$ cat src/rtl/core/badr_ram.sv
// Generic single-port-write, single-port-read RAM with registered read data.
// No dependencies; contents are not reset.
module badr_ram #(
   parameter int WIDTH = 8,
   parameter int DEPTH = 128
) (
   input  logic                     clock,
   input  logic                     wr_en,
   input  logic [$clog2(DEPTH)-1:0] wr_addr,
   input  logic [WIDTH-1:0]         wr_data,
   input  logic                     rd_en,
   input  logic [$clog2(DEPTH)-1:0] rd_addr,
   output logic [WIDTH-1:0]         rd_data
);

   logic [WIDTH-1:0] mem_ff [DEPTH];
   logic [WIDTH-1:0] rd_data_ff;

   // Write port.
   always_ff @(posedge clock) begin
      if (wr_en) begin
         mem_ff[wr_addr] <= wr_data;
      end
   end

   // Read port; data holds until the next read.
   always_ff @(posedge clock) begin
      if (rd_en) begin
         rd_data_ff <= mem_ff[rd_addr];
      end
   end

   assign rd_data = rd_data_ff;

endmodule

$ cat config.mk
export PLATFORM = sky130hd
export DESIGN_NAME = badr_ram
export DESIGN_NICKNAME = d
export VERILOG_FILES = /design/src/rtl/core/badr_ram.sv
export SDC_FILE = /design/constraint.sdc
export NUM_CORES = 1
export LEC_CHECK = 0
export BUFFER_PORTS_ARGS = -buffer_cell sky130_fd_sc_hd__buf_2
export CAP_MARGIN = 20
export CORE_ASPECT_RATIO = 1.75
export CORE_MARGIN = 5
export CORE_UTILIZATION = 30
export DETAILED_ROUTE_END_ITERATION = 8
export GPL_ROUTABILITY_DRIVEN = 0
export PLACE_DENSITY = 0.57
export SYNTH_ARGS = -nofsm -noshare
export SYNTH_HDL_FRONTEND = slang
export SYNTH_SLANG_ARGS = --single-unit
$ cat constraint.sdc
create_clock -name clock -period 3.44 [get_ports clock]
set_clock_uncertainty 0.2 [all_clocks]
set_input_delay 0.516 -clock clock [delete_from_list [all_inputs] [get_ports clock]]
set_output_delay 0.516 -clock clock [all_outputs]
set_load 0.005 [all_outputs]
==> reports/qor.yml, run 1 <==
detail_route.vias_per_cell: 4.95
timing.max_cap.violations: 0
grt_setup_unrepaired: "false"
drtAntennaViolNets: 0
setup_violations: 0
detailedRoute.firstIterationViolations: 1721
ir_drop_mv: 0.317
fraction_of_final_layout_cells_sized_beyond_drive_strength_1: 0.372
worst-path-buf-inv: 3
max_stage_delay_ns: 0.54
grt_antenna_before_repair: 10
timing.critical_path.fanout_max: 30
vias_in_the_first_global_route: 19500
layout_min_cycle_time_ns: 2.89
netlist_area_um2: 39700
grt_pass1_wl_mm: 147
fmaxAchievable_mhz: 346
result_of_the_run: "completed"
vias: 18100
worst_hold_startpoint: "wr_data[5]"
die-width_um: 285
synth_cells: 1635
final_hold_viol_count: 0
worstSetupEndpointType: "register"
cts_tree: "done"
worstMarginPinSlew_ns: 0.897
initial_utilization: 0.302
timing.critical_path.cells: "buf_8 > buf_12 > buf_4 > mux4_2 > mux4_2 > mux4_2 > mux2_2"
fillers: 12000
cp.required_ns: 3.67
cp_top_family: "multiplexers"
floorplan.die.height_um: 492
worstPathArrival_ns: 3.12
use_met1: 0.152
worstReg2RegStart: "mem_ff[127][2]"
clock_sink_count: 1032
avg_synthesized_cell_area_um2: 24.3
syn2layout_area_growth_pct: 17.3
synth_warnings: 0
port_buffers: 32
worstReg2RegEnd: "rd_data[2]"
setup.worst_path.start_class: "primary input"
num_io_pins: 33
row_count: 176
cts.htree.levels: 3
crit_top_cell: "sky130_fd_sc_hd__mux4_2"
finalWirelength_mm: 102
design.die.area_um2: 140000
hold_path_depth: 1
seq_area_frac_synth: 0.780
maxSlewHeadroom: 0.402
pwr_density_cell_nw_per_um2: 542
globalRouteOverflowTotal: 0
number_of_buffers_created_by_cts: 86
postLayoutCoreUtil: 0.354
number_of_setup_buffers_added_after_cts: 0
core_area_um2: 132000
fin_crit_sh: 0.839
fin_nets: 1910
wl_per_cell_um: 28.0
dpl.cell_count: 3487
worst_skew_pair.late_latency_ns: 0.69
timing_worst_setup_path_type: "in -> reg"
slew_violations: 0
detailedPlacementHpwl_mm: 69.9
worst-r2r-setup-slack_ns: 0.59
clk_path_buf_depth: 3
clk_pin_slew_ns: 0.07
grt_max_degree: 97
grt_use_met2: 0.280
min_to: "mem_ff[77][5]"
route.detailed.drc: 0
fin_hold_ws_ns: 0.102
class_of_the_tightest_hold_or_removal_check: "in -> reg"
postSynthRegisterBits: 1032
power.total_w: 0.0253
top_usage_layer: "met2"
final_cell_count_no_fill: 3654
track_usage: 0.145
clockRootBuffer: "sky130_fd_sc_hd__clkbuf_16"
drt_first_pass_iters: 6
critical-path-slowest-cell: "sky130_fd_sc_hd__mux4_2"
power.leakage_nw: 14.4
use_met3: 0.0228
yosysUniqueCellTypes: 16
synth.net_count: 1660
worst-r2r-cell-count: 4
metal layers:
| layer | up-vias | share of wire |
|---|---|---|
| met5 | - | 0.00024 |
| li1 | 7524 | - |
| met2 | 505 | 0.57 |
| met4 | 4 | 0.052 |
| met3 | 159 | 0.041 |
| met1 | 9898 | 0.33 |
flip-flops by register name, summed over array words and instances (netlist names):
signal / cells
rd_data: 8
mem_ff: 1024
final cells by class:
type	instances	area, µm²	share of cell area
timing repair buffer	251	2340	0.0502
clock inverter	63	567	0.0122
antenna	6	15.0	0.000322
sequential	1032	31000	0.664
tap	1691	2120	0.0454
clock buffer	97	2260	0.0484
multi-input combinational	514	8350	0.179
metrics by stage:
stage / setup WS [ns] / instance area (µm²) / setup TNS [ns]
2_1_floorplan: 0.0807 / 39700 / 0
6_report: 0.553 / 46600 / 0
4_1_cts: 0.567 / 46600 / 0
3_5_place_dp: -0.175 / 43800 / -1.07
5_1_grt: 0.455 / 46600 / 0
3_3_place_gp: -0.186 / 43800 / -1.04
worst register-to-register path, delay by kind of cell, from the launching register on:
family	cells	cell delay, ns
multiplexers	4	2.02
flip-flops	1	0.37
worst max path at each step:
stage	start	to	slack [ns]	cells after the start
floorplan	rd_addr[0]	rd_data[0]	0.08	6
global placement	rd_addr[0]	rd_data[5]	-0.19	7
detailed placement	rd_addr[0]	rd_data[5]	-0.18	7
CTS	rd_addr[0]	rd_data[5]	0.57	7
global route	rd_addr[0]	rd_data[1]	0.45	7
finish	rd_addr[0]	rd_data[1]	0.55	7
repair_timing:
action	4_1_cts	5_1_grt
gates resized for setup	0	0
hold buffers	1	0
endpoints found under the hold margin	3	0
cells in the mapped netlist:
cell	number	area, µm²
sky130_fd_sc_hd__nor2b_1	7	43.8
sky130_fd_sc_hd__buf_6	1	11.3
sky130_fd_sc_hd__nand4_1	3	18.8
sky130_fd_sc_hd__buf_4	11	82.6
sky130_fd_sc_hd__mux4_2	336	7570
sky130_fd_sc_hd__edfxtp_1	1032	31000
sky130_fd_sc_hd__nand2b_1	2	12.5
sky130_fd_sc_hd__buf_1	18	67.6
sky130_fd_sc_hd__nand2_1	14	52.6
sky130_fd_sc_hd__buf_2	15	75.1
sky130_fd_sc_hd__mux2_2	8	90.1
sky130_fd_sc_hd__clkbuf_1	44	165
sky130_fd_sc_hd__nor2_1	122	458
sky130_fd_sc_hd__or3_1	1	6.26
sky130_fd_sc_hd__nand3_1	12	60.1
sky130_fd_sc_hd__nor3_1	9	45.0
cells by family after synthesis:
group         share of synthesized area
buf+inv                          0.0101
flops                             0.780
mux                               0.193
simple gates                     0.0175
layout by cell type, fill, tap and decap left out:
cell                            synthesis  layout
sky130_fd_sc_hd__clkinvlp_4             0       8
sky130_fd_sc_hd__nor3_1                 9       9
sky130_fd_sc_hd__mux4_2               336     336
sky130_fd_sc_hd__buf_2                 15      20
sky130_fd_sc_hd__edfxtp_1            1032    1032
sky130_fd_sc_hd__inv_8                  0       2
sky130_fd_sc_hd__buf_8                  0       2
sky130_fd_sc_hd__nor2_1               122     122
sky130_fd_sc_hd__clkbuf_1              44       8
sky130_fd_sc_hd__clkinv_2               0      16
sky130_fd_sc_hd__inv_6                  0       7
sky130_fd_sc_hd__nor2b_1                7       7
sky130_fd_sc_hd__bufinv_16              0       8
sky130_fd_sc_hd__dlygate4sd3_1          0       1
sky130_fd_sc_hd__nand4_1                3       3
sky130_fd_sc_hd__clkbuf_16              0      89
sky130_fd_sc_hd__nand3_1               12      12
sky130_fd_sc_hd__nand2_1               14      14
sky130_fd_sc_hd__buf_4                 11     189
sky130_fd_sc_hd__buf_12                 0      39
sky130_fd_sc_hd__clkinv_4               0       4
sky130_fd_sc_hd__or3_1                  1       1
sky130_fd_sc_hd__diode_2                0       6
sky130_fd_sc_hd__nand2b_1               2       2
sky130_fd_sc_hd__mux2_2                 8       8
sky130_fd_sc_hd__clkinv_1               0      18
power breakdown:
| part | switching, W | internal, W | leakage (nW) |
|---|---|---|---|
| clock | 0.00454 | 0.00538 | 1.37 |
| combinational | 0.000840 | 0.000610 | 3.75 |
| sequential | 0.0000213 | 0.0139 | 9.28 |
| total | 0.00540 | 0.0199 | 14.4 |
(Power assumes the default switching activity.)
==> inputs of run 2 (changes only) <==
Clock period 3.44 ns to 2.37 ns, I/O delays scaled along.
==> reports/qor.yml, run 2 (synthesis gave the netlist of run 1 again) <==
cts_tree: "done"
num_io_pins: 33
max_stage_delay_ns: 0.61
setup_violations: 8
mostFrequentLayoutCells: "1032 x sky130_fd_sc_hd__edfxtp_1, 336 x sky130_fd_sc_hd__mux4_2, 233 x sky130_fd_sc_hd__buf_4, 122 x sky130_fd_sc_hd__nor2_1, 93 x sky130_fd_sc_hd__clkbuf_16"
timing.critical_path.fanout_max: 1
fraction_of_final_layout_cells_sized_beyond_drive_strength_1: 0.391
syn2layout_area_growth_pct: 19.4
mostFrequentLayoutCell: "sky130_fd_sc_hd__edfxtp_1"
clockRootBuffer: "sky130_fd_sc_hd__clkbuf_16"
number_of_setup_buffers_added_after_cts: 0
clk_path_buf_depth: 3
detailedPlacementHpwl_mm: 69.8
timing_worst_setup_path_type: "reg -> reg"
largest_register_ff_count: 1024
placed_cell_area_um2: 44200
drtAntennaViolNets: 0
wl_per_cell_um: 27.4
worstSetupEndpointType: "register"
critical-path-slowest-cell: "sky130_fd_sc_hd__mux4_2"
drt_first_pass_iters: 5
fmaxAchievable_mhz: 353
route.detailed.drc: 0
ir_drop_mv: 0.532
design.die.area_um2: 140000
final_hold_viol_count: 0
finalWirelength_mm: 102
setup.worst_path.start_class: "register"
clock_sink_count: 1032
vias_in_the_first_global_route: 19600
class_of_the_tightest_hold_or_removal_check: "in -> reg"
cts.htree.levels: 3
number_of_buffers_created_by_cts: 88
fin_hold_ws_ns: 0.0467
detailedPlace.worstSlack_ns: -1.11
cp_top_family: "multiplexers"
detail_route.vias_per_cell: 4.94
vias: 18300
die-width_um: 285
power.leakage_nw: 14.8
initial_utilization: 0.302
worstMarginPinSlew_ns: 0.907
grt_max_degree: 129
track_usage: 0.144
fin_crit_sh: 1.20
core_area_um2: 132000
cp.required_ns: 2.59
globalRouteOverflowTotal: 0
fin_nets: 1968
worst-path-buf-inv: 0
result_of_the_run: "finished with violations"
slew_violations: 0
maxSlewHeadroom: 0.395
grt_pass1_wl_mm: 147
worst_skew_pair.late_latency_ns: 0.67
failed_checks: "negative setup slack"
grt_antenna_before_repair: 7
timing.max_cap.violations: 0
row_count: 176
timing.critical_path.cells: "mux4_2 > mux4_2 > mux4_2 > mux2_4"
grt_setup_unrepaired: "true"
layout_min_cycle_time_ns: 2.83
fin_ws_ns: -0.465
detailedRoute.firstIterationViolations: 1496
regMostFlops: "mem_ff"
crit_top_cell: "sky130_fd_sc_hd__mux4_2"
worstPathArrival_ns: 3.05
floorplan.die.height_um: 492
clk_pin_slew_ns: 0.07
pwr_density_cell_nw_per_um2: 799
finish.instance_area_um2: 47400
port_buffers: 32
power.total_w: 0.0379
run 2: path summary, 6_finish.rpt:
path | start | end | slack [ns] | cells past startpoint
worst max-delay path | mem_ff[0][0] | rd_data[0] | -0.46 | 4
worst min-delay path | wr_data[7] | mem_ff[6][7] | 0.05 | 1
worst max register to register | mem_ff[0][0] | rd_data[0] | -0.46 | 4
worst min register to register | mem_ff[29][1] | rd_data[1] | 1.02 | 4
run 2: power breakdown:
group | internal, W | switching [W]
clock | 0.00895 | 0.00659
combinational | 0.000953 | 0.00122
sequential | 0.0202 | 0.0000446
total | 0.0301 | 0.00786
run 2: final cells by class:
class                   count  area (µm²)
well taps                1691        2120
flip-flops and latches   1032       31000
clock buffers             105        2370
fillers                 11900       84200
diodes                      4        10.0
multi-input cells         514        8380
repair buffers            307        2850
clock inverters            56         731
run 2: worst reg2reg max path: cells and delay by family (launching register included):
kind   cells  cell delay, ns
flops      1            0.37
mux        4            2.01
run 2: timing repair:
item	CTS	global route
endpoints found under the setup margin	8	8
hold buffers	6	0
resized for setup	4	2
hold endpoints to repair	111	0
run 2: through the flow:
step / TNS [ns] / instances / util
global route: -3.19 / 3706 / 0.360
CTS: -3.15 / 3705 / 0.360
finish: -3.03 / 3709 / 0.360
global placement: -8.12 / 3538 / 0.336
detailed placement: -8.27 / 3538 / 0.336
floorplan: -4.20 / 1635 / -
run 2: routing by layer:
| layer | up-vias | part of all wire | global-route usage |
|---|---|---|---|
| met5 | - | 0 | 0 |
| met4 | 0 | 0.051 | 0.0666 |
| met2 | 506 | 0.56 | 0.272 |
| li1 | 7627 | - | - |
| met1 | 10000 | 0.35 | 0.160 |
| met3 | 156 | 0.038 | 0.0187 |
