<file path="src/rtl/core/badr_pkg.sv">
// Shared types and constants for the bus address decoder with internal RAM.
// Used by badr_decode and bus_address_decoder_with_ram_core; no dependencies.
package badr_pkg;

   // Target codes reported with every access.
   localparam logic [3:0] TGT_NONE      = 4'd0;
   localparam logic [3:0] TGT_BOOT_ROM  = 4'd1;
   localparam logic [3:0] TGT_CART_ROM  = 4'd2;
   localparam logic [3:0] TGT_VRAM      = 4'd3;
   localparam logic [3:0] TGT_CART_RAM  = 4'd4;
   localparam logic [3:0] TGT_WORK_RAM  = 4'd5;
   localparam logic [3:0] TGT_OAM       = 4'd6;
   localparam logic [3:0] TGT_IO_REG    = 4'd7;
   localparam logic [3:0] TGT_HIGH_RAM  = 4'd8;
   localparam logic [3:0] TGT_UNUSABLE  = 4'd9;
   localparam logic [3:0] TGT_IO_UNMAP  = 4'd10;

   // Where the read byte of an access comes from.
   localparam logic [1:0] SRC_CONST = 2'd0;
   localparam logic [1:0] SRC_WRAM  = 2'd1;
   localparam logic [1:0] SRC_HRAM  = 2'd2;

   // Access modes.
   localparam logic MODE_READ  = 1'b0;
   localparam logic MODE_WRITE = 1'b1;

   // Region boundaries of the memory map.
   localparam logic [15:0] BOOT_ROM_END = 16'h0100;
   localparam logic [15:0] CART_ROM_END = 16'h8000;
   localparam logic [15:0] VRAM_END     = 16'hA000;
   localparam logic [15:0] CART_RAM_END = 16'hC000;
   localparam logic [15:0] WORK_RAM_END = 16'hFE00;
   localparam logic [15:0] OAM_END      = 16'hFEA0;
   localparam logic [15:0] IO_BASE      = 16'hFF00;
   localparam logic [15:0] HIGH_RAM_BASE = 16'hFF80;

   localparam logic [7:0] BYTE_OPEN_BUS = 8'hFF;
   localparam logic [7:0] BYTE_ZERO     = 8'h00;

   // I/O register presence, bit i for register index i.
   localparam logic [127:0] IO_READ_MASK  =
      128'h0000000000010FFF_FFFF007F56D780F7;
   localparam logic [127:0] IO_WRITE_MASK =
      128'h0000000000010FEF_FFFF007F7FDF80F7;

   // Decoded access, passed from the decoder to the pipeline.
   typedef struct packed {
      logic [3:0]  target;
      logic [15:0] offset;
      logic [7:0]  rdata;
      logic        rdata_valid;
      logic [1:0]  src;
      logic        wram_we;
      logic        hram_we;
   } dec_type;

endpackage

</file>
<file path="src/rtl/core/badr_decode.sv">
// Combinational address decoder: region, offset, constant read data and
// store strobes for one bus access. Depends on badr_pkg.
module badr_decode #(
   parameter int WORK_RAM_DEPTH = 8192,
   parameter int HIGH_RAM_DEPTH = 128
) (
   input  logic             mode,
   input  logic [15:0]      address,
   input  logic             dma_active,
   input  logic             boot_rom_disabled,
   input  logic             allow_dma,
   output badr_pkg::dec_type dec
);

   localparam int WR_AW = $clog2(WORK_RAM_DEPTH);
   localparam int HR_AW = $clog2(HIGH_RAM_DEPTH);
   localparam int WR_IW = (WR_AW < 13) ? WR_AW : 13;
   localparam int HR_IW = (HR_AW < 7) ? HR_AW : 7;

   logic             wr;
   logic [WR_AW-1:0] wr_idx;
   logic [HR_AW-1:0] hr_idx;
   logic             io_hit;

   // Store indexes with the echo mirror folded in.
   assign wr_idx = WR_AW'(address[WR_IW-1:0]);
   assign hr_idx = HR_AW'(address[HR_IW-1:0]);
   assign wr     = (mode == badr_pkg::MODE_WRITE);
   assign io_hit = wr ? badr_pkg::IO_WRITE_MASK[address[6:0]]
                      : badr_pkg::IO_READ_MASK[address[6:0]];

   // Region decode in priority order.
   always_comb begin
      dec             = '0;
      dec.src         = badr_pkg::SRC_CONST;
      dec.target      = badr_pkg::TGT_NONE;
      if (dma_active && (address < badr_pkg::IO_BASE) && !allow_dma) begin
         if (!wr) begin
            dec.rdata       = badr_pkg::BYTE_OPEN_BUS;
            dec.rdata_valid = 1'b1;
         end
      end else if (address < badr_pkg::CART_ROM_END) begin
         if ((address < badr_pkg::BOOT_ROM_END) && !boot_rom_disabled) begin
            if (!wr) begin
               dec.target = badr_pkg::TGT_BOOT_ROM;
               dec.offset = address;
            end
         end else begin
            dec.target = badr_pkg::TGT_CART_ROM;
            dec.offset = address;
         end
      end else if (address < badr_pkg::VRAM_END) begin
         dec.target = badr_pkg::TGT_VRAM;
         dec.offset = address;
      end else if (address < badr_pkg::CART_RAM_END) begin
         dec.target = badr_pkg::TGT_CART_RAM;
         dec.offset = address;
      end else if (address < badr_pkg::WORK_RAM_END) begin
         dec.target  = badr_pkg::TGT_WORK_RAM;
         dec.offset  = 16'(wr_idx);
         dec.wram_we = wr;
         if (!wr) begin
            dec.src         = badr_pkg::SRC_WRAM;
            dec.rdata_valid = 1'b1;
         end
      end else if (address < badr_pkg::OAM_END) begin
         dec.target = badr_pkg::TGT_OAM;
         dec.offset = address;
      end else if (address < badr_pkg::IO_BASE) begin
         dec.target = badr_pkg::TGT_UNUSABLE;
         if (!wr) begin
            dec.rdata       = badr_pkg::BYTE_ZERO;
            dec.rdata_valid = 1'b1;
         end
      end else if (address < badr_pkg::HIGH_RAM_BASE) begin
         dec.offset = 16'(address[6:0]);
         if (io_hit) begin
            dec.target = badr_pkg::TGT_IO_REG;
         end else begin
            dec.target = badr_pkg::TGT_IO_UNMAP;
            if (!wr) begin
               dec.rdata       = badr_pkg::BYTE_OPEN_BUS;
               dec.rdata_valid = 1'b1;
            end
         end
      end else begin
         dec.target  = badr_pkg::TGT_HIGH_RAM;
         dec.offset  = 16'(hr_idx);
         dec.hram_we = wr;
         if (!wr) begin
            dec.src         = badr_pkg::SRC_HRAM;
            dec.rdata_valid = 1'b1;
         end
      end
   end

endmodule

</file>
<file path="config.mk">
export PLATFORM = sky130hd
export DESIGN_NAME = badr_decode
export DESIGN_NICKNAME = d
export VERILOG_FILES = /design/src/rtl/core/badr_pkg.sv /design/src/rtl/core/badr_decode.sv
export SDC_FILE = /design/constraint.sdc
export NUM_CORES = 1
export LEC_CHECK = 0
export ABC_AREA = 1
export BUFFER_PORTS_ARGS = -buffer_cell sky130_fd_sc_hd__buf_4
export CAP_MARGIN = 20
export CORE_MARGIN = 10
export CORE_UTILIZATION = 35
export DETAILED_ROUTE_END_ITERATION = 10
export MAX_ROUTING_LAYER = met4
export PLACE_DENSITY = 0.67
export SLEW_MARGIN = 0
export SYNTH_ARGS = -nofsm -noshare
export SYNTH_HDL_FRONTEND = slang
export SYNTH_SLANG_ARGS = --single-unit
</file>
<file path="constraint.sdc">
create_clock -name vclk -period 2.05
set_clock_uncertainty 0.1 [all_clocks]
set_input_delay 0.3075 -clock vclk [all_inputs]
set_output_delay 0.3075 -clock vclk [all_outputs]
set_load 0.02 [all_outputs]
</file>
==> results of run 1 <==
## cells in the mapped netlist
library cell	number	share of area [%]
a21oi_1	4	2.6
buf_4	7	6.9
clkinv_2	1	0.65
ha_1	4	6.5
inv_1	24	12
inv_2	1	0.49
inv_4	1	0.82
nand2_1	45	22
nand2_2	2	1.6
nand2_4	1	1.5
nand2_8	1	2.6
nand3_1	12	7.8
nand3_2	1	1.3
nand3_4	1	2.3
nand3b_1	1	0.98
nand4_1	2	1.6
nor2_1	18	8.8
nor2_2	2	1.6
nor2_4	2	2.9
nor2_8	1	2.6
nor3_1	9	5.9
nor4_1	1	0.82
o2111a_1	1	1.5
o211ai_1	1	0.98
o21ai_0	4	2.6
or2_1	1	0.82
## worst max-delay path, delay by kind of cell
family	cells	cell delay [ns]
buffers and inverters	2	0.26
adder cells (fa/ha/maj)	1	0.15
AND/OR/NAND/NOR	10	0.92
## layer usage
| layer | wire, µm | GRT usage [%] | vias to the layer above |
|---|---|---|---|
| li1 | - | - | 570 |
| met3 | 262 | 2.51 | 0 |
| met5 | 0 | - | - |
| met2 | 1620 | 23.7 | 41 |
| met1 | 1180 | 13.1 | 488 |
| met4 | 0 | 0.785 | 0 |
## worst min path at each step
stage               cells past startpoint  slack, ns     end
detailed placement                      3       0.86  dec[2]
finish                                  4       0.87  dec[3]
global placement                        4       0.85  dec[3]
floorplan                               1       0.60  dec[2]
global route                            3       0.89  dec[2]
CTS                                     3       0.87  dec[2]
## cell type report
cell class                      instances  area [µm²]
Timing Repair Buffer                   61         533
Tap cell                               27        33.8
Fill cell                             203         627
Inverter                               27         115
Multi-Input combinational cell        114         713
## cells by family (layout without fill, tap and decap cells)
logic type / after synthesis / count (layout) / synth area share (%)
AO/OA/AOI/OAI: 10 / 10 / 7.67
buffers and inverters: 34 / 88 / 20.6
AND/OR/NAND/NOR: 100 / 100 / 65.3
adder cells (fa/ha/maj): 4 / 4 / 6.53
## power by group
| group | internal [mW] | total, mW | switching (mW) |
|---|---|---|---|
| clock | 0 | 0 | 0 |
| sequential | 0 | 0 | 0 |
| combinational | 0.133 | 0.302 | 0.169 |
## repair_timing
| action | in CTS | in global routing |
|---|---|---|
| buffers inserted | 1 | 3 |
| pin swaps | 9 | 20 |
| setup endpoints to repair | 11 | 20 |
| gates resized for setup | 14 | 31 |
## through the flow
step | TNS [ns] | std cells | area, µm² | hold WS (ns) | utilization, %
after floorplan | 0 | 148 | 767 | 0.604 | -
after global placement | -0.110 | 225 | 1180 | 0.849 | 58.2
after detailed placement | -0.385 | 225 | 1180 | 0.864 | 58.2
after CTS | 0 | 226 | 1240 | 0.865 | 61.3
after global routing | -0.749 | 229 | 1400 | 0.886 | 69.0
final | -0.00843 | 229 | 1400 | 0.866 | 69.0
==> flow_summary_export.csv, run 1 <==
group,metric,value,unit
routing,post-route-drc-count,0,
routing,drt-initial-drc-count,30,
die,initial_core_util,37.9,%
placed_design,dpl_worst_slack,-0.0530,ns
timing,worst_slack,-0.00843,ns
layout,final_common_cell,"buf_4",
synthesis,avgSynthCellArea,5.18,µm²
worst_setup_path,crit_chain,"buf_12 -> ha_4 -> or2_4 -> nand3_2 -> nand2_1 -> nand2_1 -> nand3_2 -> nand2_1 -> nand3_1 -> nand2_2 -> nand2_1 -> nor2_1 -> buf_4",
layout,nFlopsAndLatches,0,
worst_setup_path,cp_common_cell,"nand2_1",
routing,vias,1099,
timing,final.period_utilization,100,%
routing,routedWlPerCell,13.4,µm
layout,final_cell_mix,"48 x buf_4, 40 x nand2_1, 21 x inv_1",
die,die_w,66.8,µm
synthesis,synthCells,148,
synthesis,synth_warnings,0,
global_routing,grt_pass1_vias,1044,
die,io_pins,53,
pwr,power_density,216,nW/µm²
synthesis,synth_cell_types,26,
layout,clkbuf_count,0,
timing,maxSlewHeadroom,79.2,%
timing,slew_violations,0,
routing,firstDrtPassIters,4,
die,row_count,16,
placed_design,portBuffers,53,
global_routing,antenna_found_initial,0,
layout,diodes,0,
global_routing,grt_max_degree,9,
worst_setup_path,critPathKind,"primary input to output port",
synthesis,synth_area,767,µm²
job,max_cap_viol_count,0,
timing,rsz0062_at_grt,"true",
worst_setup_path,cp-start-kind,"primary input",
worst_setup_path,crit_path_start,"address[0]",
worst_setup_path,end_kind,"output port",
layout,syn_to_final_growth,81.9,%
synthesis,yosysSeqAreaShare,0,%
run_status,status,"finished, violations left",
synthesis,synth_nets,172,
worst_setup_path,crit_fanout,5,
die,die_h,66.8,µm
worst_hold_path,hold_start,"address[7]",
worst_setup_path,crit_path_max_incr_delay,0.26,ns
timing,fmax,0.486,GHz
worst_setup_path,critical_path.endpoint,"dec[31]",
routing,avgViaCountPerCell,4.80,
placed_design,hpwl,2480,µm
cts,ctsHoldBuffers,0,
timing,setup_viol,1,
pwr,leakagePower,0.817,nW
die,die_area,4460,µm²
timing,layout_min_cycle_time,2.06,ns
routing,ant_nets,0,
pwr,ir_drop,0.000153,V
timing,worst_pin_slew,0.310,ns
routing,wirelength,3060,µm
worst_setup_path,cp_slowest_cell,"or2_4",
global_routing,groute.usage.overall,12.4,%
placed_design,gp_congestion,0.840,
pwr,total_power,0.302,mW
global_routing,grt_pass1_wl,4570,µm
run_status,violations,"setup timing",
worst_setup_path,crit_required,1.64,ns
layout,final_nets,228,
timing,hold_viol,0,
die,core,2020,µm²
worst_hold_path,hold_path.class,"primary input to output port",
worst_setup_path,worstPathArrival,1.65,ns
global_routing,grt_overflow,0,
layout,seq_area,0,µm²
layout,layout-drive-gt1-share,46.0,%
No activity file was read; power rests on OpenSTA's default activity.
==> inputs of run 2 (changes only) <==
--- a/config.mk
+++ b/config.mk
@@ -5,14 +5,14 @@
 export SDC_FILE = /design/constraint.sdc
 export NUM_CORES = 1
 export LEC_CHECK = 0
-export ABC_AREA = 1
+export ABC_AREA = 0
 export BUFFER_PORTS_ARGS = -buffer_cell sky130_fd_sc_hd__buf_4
 export CAP_MARGIN = 20
 export CORE_MARGIN = 10
 export CORE_UTILIZATION = 35
 export DETAILED_ROUTE_END_ITERATION = 10
 export MAX_ROUTING_LAYER = met4
-export PLACE_DENSITY = 0.67
+export PLACE_DENSITY = 0.69
 export SLEW_MARGIN = 0
 export SYNTH_ARGS = -nofsm -noshare
 export SYNTH_HDL_FRONTEND = slang
==> run 2 against run 1 <==
Effect of this change:
- clock-buffer cell count is the same
- synthesized cell count fell by 28%
- largest cell class unchanged
- the flow still finishes with violations (setup timing)
- critical path depth is 4 lower
==> flow_summary_export.csv, run 2 <==
group,metric,value,unit
routing,vias,1082,
layout,layout-drive-gt1-share,70.4,%
pwr,ir_drop,0.000157,V
pwr,power_density,220,nW/µm²
pwr,clockPowerShare,0,%
layout,nFlopsAndLatches,0,
layout,syn_to_final_growth,137,%
timing,fmax,0.404,GHz
worst_hold_path,whs_path_depth,3,
pwr,switchingPower,0.178,mW
global_routing,groute.usage.overall,14.4,%
timing,setup_viol,18,
timing,layout_min_cycle_time,2.48,ns
synthesis,synth_nets,130,
routing,drt-initial-drc-count,48,
pwr,p_int,0.188,mW
synthesis,yosysMostFrequentCell,"and2_1",
layout,utilization,85.8,%
worst_hold_path,hold_end,"dec[14]",
synthesis,synth-xor-area-share,0,%
timing,fin_hold_ws,0.865,ns
timing,final.setup.tns,-3.95,ns
synthesis,synth_top_family_by_area,"simple AND/OR/NAND/NOR gates",
synthesis,synth_simple_gate_area_share,46.6,%
pwr,share_comb_of_total_power,100.0,%
timing,worst_pin_slew,0.495,ns
layout,diodes,0,
synthesis,synthAdderAreaFrac,7.12,%
synthesis,synth_commonest_cells,"14 x and2_1, 9 x a21oi_1, 8 x nor2_1",
run_status,status,"finished, violations left",
routing,ant_nets,0,
die,die_h,64.8,µm
synthesis,yosys.area.top_type,"and2_1",
run_status,violations,"setup timing",
die,core,1940,µm²
routing,avgViaCountPerCell,5.25,
timing,worst_slack,-0.428,ns
routing,post-route-drc-count,0,
placed_design,hpwl,2600,µm
timing,rsz0062_at_grt,"true",
global_routing,antenna_found_initial,0,
placed_design,portBuffers,53,
pwr,seqPwrFrac,0,%
routing,wirelength,3560,µm
die,die_w,64.8,µm
layout,clkbuf_count,0,
layout,final_common_cell,"buf_4",
die,die_area,4200,µm²
layout,final_nets,205,
die,io_pins,53,
synthesis,synth_compound_area_share,24.4,%
timing,slew_violations,0,
synthesis,synth_top_area_share,12.5,%
synthesis,synthCells,106,
worst_setup_path,end_kind,"output port",
die,initial_core_util,36.2,%
synthesis,synth_cell_types,38,
global_routing,grt_max_degree,10,
synthesis,muxShareOfSynthArea,4.80,%
die,row_count,16,
pwr,netSwitchingFraction,48.6,%
job,max_cap_viol_count,0,
worst_hold_path,hold_path.class,"primary input to output port",
timing,hold_viol,0,
worst_setup_path,worstPathArrival,2.07,ns
timing,final.period_utilization,121,%
pwr,leakagePower,0.738,nW
synthesis,synth_area,703,µm²
synthesis,yosysSeqAreaShare,0,%
timing,maxSlewHeadroom,66.7,%
placed_design,gp_congestion,0.928,
worst_hold_path,hold_start,"address[1]",
worst_setup_path,crit_required,1.64,ns
synthesis,synth_warnings,0,
routing,routedWlPerCell,17.3,µm
worst_setup_path,crit_path_start,"address[1]",
layout,seq_area,0,µm²
synthesis,avgSynthCellArea,6.63,µm²
worst_setup_path,crit_fanout,4,
pwr,total_power,0.366,mW
routing,firstDrtPassIters,4,
global_routing,grt_pass1_vias,1020,
global_routing,grt_overflow,0,
layout,final_cell_mix,"48 x buf_4, 32 x buf_6, 8 x and2_4",
worst_setup_path,cp-start-kind,"primary input",
global_routing,grt_pass1_wl,5080,µm
synthesis,synthTopCellsByArea,"and2_1 12%, buf_4 7.5%, ha_1 7.1%",
worst_setup_path,critPathKind,"primary input to output port",
-- run 2: cell count changes in the layout (fill, tap and decap cells not counted), moves of 4 or more --
cell / previous run / this run
and2_1: 0 / 7
and2_4: 0 / 8
buf_6: 10 / 32
inv_1: 21 / 3
nand2_1: 40 / 5
nand2_2: 6 / 1
nand3_1: 9 / 1
nor2_1: 17 / 6
nor3_1: 9 / 5
-- run 2: kinds of logic (layout without fill, tap and decap cells) --
kind of cell / Yosys count / after routing
buffers and inverters: 18 / 91
AND/OR/NAND/NOR: 57 / 57
AO/OA/AOI/OAI: 25 / 25
multiplexers: 2 / 2
adder cells (fa/ha/maj): 4 / 4
-- run 2: power groups by stage --
stage	logic, mW	clock network, mW	registers, mW
5_1_grt	0.386	0	0
6_report	0.366	0	0
3_5_place_dp	0.288	0	0
3_3_place_gp	0.284	0	0
2_1_floorplan	0.152	0	0
4_1_cts	0.322	0	0
-- run 2: area by class of cell --
cell class                 instances  area [µm²]
timing repair buffer              84         791
inverter                           7        41.3
multi-input combinational         88         800
fill                             105         277
tap                               27        33.8
-- run 2: critical path, stage by stage --
cell and delay, ns:
buf_8 0.09, inv_8 0.03, ha_4 0.24, inv_2 0.02, mux4_2 0.45, and3_4 0.17, o32a_1 0.37, a211oi_4 0.23
buf_6 0.15
-- run 2: how the worst max path moves through the flow --
stage,endpoint,slack [ns],cells after the start
after detailed placement,dec[32],-0.52,9
after floorplan,dec[29],-0.21,7
after global routing,dec[29],-0.45,9
final,dec[29],-0.43,9
after CTS,dec[29],-0.48,9
after global placement,dec[32],-0.47,9
-- run 2: timing repair --
| action | 4_1_cts | 5_1_grt |
|---|---|---|
| endpoints found under the setup margin | 26 | 28 |
| pin swaps | 15 | 16 |
| hold buffers | 0 | 0 |
| gates resized for setup | 40 | 37 |
| buffers inserted | 2 | 2 |
-- run 2: metal layers --
metal  GRT usage, %  part of all wire, %  vias to the layer above
met5              -                    0                        -
met4              0                    0                        0
met3           3.26                  6.9                        0
met2           23.5                   52                       42
met1           18.6                   41                      517
li1               -                    -                      523
-- run 2: stage by stage --
stage | instances | setup slack [ns] | area (µm²)
after floorplan | 106 | -0.206 | 762
after global placement | 204 | -0.474 | 1320
after detailed placement | 204 | -0.516 | 1320
after CTS | 205 | -0.476 | 1500
after global routing | 206 | -0.451 | 1670
final | 206 | -0.428 | 1670
==> inputs of run 3 (changes only) <==
--- a/config.mk
+++ b/config.mk
@@ -6,7 +6,7 @@
 export NUM_CORES = 1
 export LEC_CHECK = 0
 export ABC_AREA = 0
-export BUFFER_PORTS_ARGS = -buffer_cell sky130_fd_sc_hd__buf_4
+export BUFFER_PORTS_ARGS = -buffer_cell sky130_fd_sc_hd__buf_2
 export CAP_MARGIN = 20
 export CORE_MARGIN = 10
 export CORE_UTILIZATION = 35
==> run 3 against run 2 <==
Effect of this change:
- the run still ends with setup timing left
- critical path type unchanged
- sequential share of layout area did not move
- via count rose by 8.4%
- sequential cell count did not move
- clock-buffer cell count did not move
- highest routed layer is now met4
- die area did not move
- design area rose by 3.8%
- final cell count rose by 1.9%
- total power rose by 8.1%
==> flow_summary_export.csv, run 3 (same netlist as run 2, synthesis figures left out) <==
group,metric,value,unit
run_status,status,"finished, violations left",
run_status,violations,"setup timing",
die,io_pins,53,
worst_hold_path,hold_end,"dec[15]",
layout,clkbuf_count,0,
pwr,share_comb_of_total_power,100.0,%
layout,layout-drive-gt1-share,76.0,%
worst_setup_path,cp_slowest_cell,"mux4_2",
layout,utilization,89.0,%
routing,wirelength,4310,µm
global_routing,grt_pass1_wl,5910,µm
timing,worst_pin_slew,0.489,ns
worst_hold_path,whs_path_depth,3,
layout,final_common_cell,"buf_6",
layout,seq_area,0,µm²
die,initial_core_util,36.2,%
global_routing,grt_pass1_vias,1209,
worst_setup_path,cp-start-kind,"primary input",
worst_hold_path,hold_path.class,"primary input to output port",
global_routing,grt_max_degree,9,
routing,ant_nets,0,
layout,num-fill-cells,91,
worst_setup_path,crit_path_max_incr_delay,0.45,ns
routing,vias,1173,
pwr,p_int,0.199,mW
pwr,power_density,229,nW/µm²
global_routing,grt_overflow,0,
placed_design,gp_congestion,0.967,
routing,firstDrtPassIters,4,
timing,rsz0062_at_grt,"true",
layout,syn_to_final_growth,146,%
placed_design,dpl_worst_slack,-0.542,ns
job,max_cap_viol_count,0,
timing,setup_viol,18,
layout,final_cell_mix,"35 x buf_6, 33 x buf_4, 16 x buf_2",
placed_design,portBuffers,53,
cts,ctsHoldBuffers,0,
timing,maxSlewHeadroom,67.0,%
routing,routedWlPerCell,20.5,µm
layout,diodes,0,
pwr,leakagePower,0.767,nW
timing,slew_violations,0,
timing,final.setup.tns,-3.84,ns
die,row_count,16,
worst_setup_path,worstPathArrival,2.10,ns
global_routing,groute.usage.overall,17.2,%
pwr,seqPwrFrac,0,%
pwr,netSwitchingFraction,49.7,%
timing,final.period_utilization,122,%
timing,hold_viol,0,
timing,layout_min_cycle_time,2.51,ns
timing,fmax,0.399,GHz
pwr,switchingPower,0.196,mW
worst_setup_path,critPathKind,"primary input to output port",
worst_setup_path,crit_chain,"buf_12 -> inv_8 -> ha_4 -> inv_2 -> mux4_2 -> and3_4 -> o32a_1 -> a211oi_4 -> buf_6",
worst_setup_path,end_kind,"output port",
global_routing,antenna_found_initial,0,
layout,nFlopsAndLatches,0,
placed_design,hpwl,2580,µm
pwr,clockPowerShare,0,%
die,die_h,64.8,µm
worst_setup_path,crit_required,1.64,ns
die,die_area,4200,µm²
pwr,ir_drop,0.000177,V
worst_hold_path,hold_start,"address[2]",
routing,drt-initial-drc-count,85,
routing,post-route-drc-count,0,
die,core,1940,µm²
pwr,total_power,0.395,mW
worst_setup_path,crit_fanout,5,
die,die_w,64.8,µm
timing,worst_slack,-0.459,ns
layout,multi_input_area,860,µm²
routing,avgViaCountPerCell,5.59,
layout,final_nets,209,
run 3: cell count changes in the layout (fill, tap and decap cells not counted), moves of 2 or more:
cell / change
buf_2: +16
buf_4: -15
and2_1: -4
and2_4: +4
buf_6: +3
nor3_1: -2
nor3_2: +2
nor4_2: -2
nor4_4: +2
run 3: layer usage:
layer | vias to the layer above | global-route usage (%) | share of wire [%]
met5 | - | - | 0
met4 | 0 | 6.68 | 5.3
met3 | 14 | 3.78 | 7.7
met2 | 65 | 32.3 | 52
met1 | 560 | 16.8 | 35
li1 | 534 | - | -
run 3: worst max-delay path by stage:
stage	from	to
floorplan	address[0]	dec[29]
global placement	address[0]	dec[32]
detailed placement	address[0]	dec[32]
CTS	address[0]	dec[29]
global route	address[1]	dec[29]
finish	address[0]	dec[29]
run 3: critical path, delay by kind of cell:
kind / cells / cell delay [ns]
fa+ha+maj: 1 / 0.25
mux: 1 / 0.45
compound gates: 2 / 0.63
simple gates: 1 / 0.17
buf+inv: 4 / 0.30
run 3: power by group through the flow:
stage	clock [mW]	sequential, mW	combinational (mW)
floorplan	0	0	0.152
global placement	0	0	0.258
detailed placement	0	0	0.263
CTS	0	0	0.319
global route	0	0	0.415
finish	0	0	0.395
run 3: metrics by stage:
stage | hold slack, ns | cells | cell area [µm²]
after floorplan | 0.638 | 106 | 762
after global placement | 0.932 | 204 | 1190
after detailed placement | 0.942 | 204 | 1190
after CTS | 0.942 | 208 | 1480
after global routing | 0.933 | 210 | 1730
final | 0.906 | 210 | 1730
run 3: what timing repair did:
item	CTS	global route
setup endpoints to repair	25	30
cloned	0	0
buffers inserted	4	3
gates resized for setup	67	56
pin swaps	13	26
run 3: final cells by class:
type,count,share of cell area [%]
inverter,7,2.53
multi-input combinational,88,49.7
timing repair buffer,88,45.8
tap,27,1.95
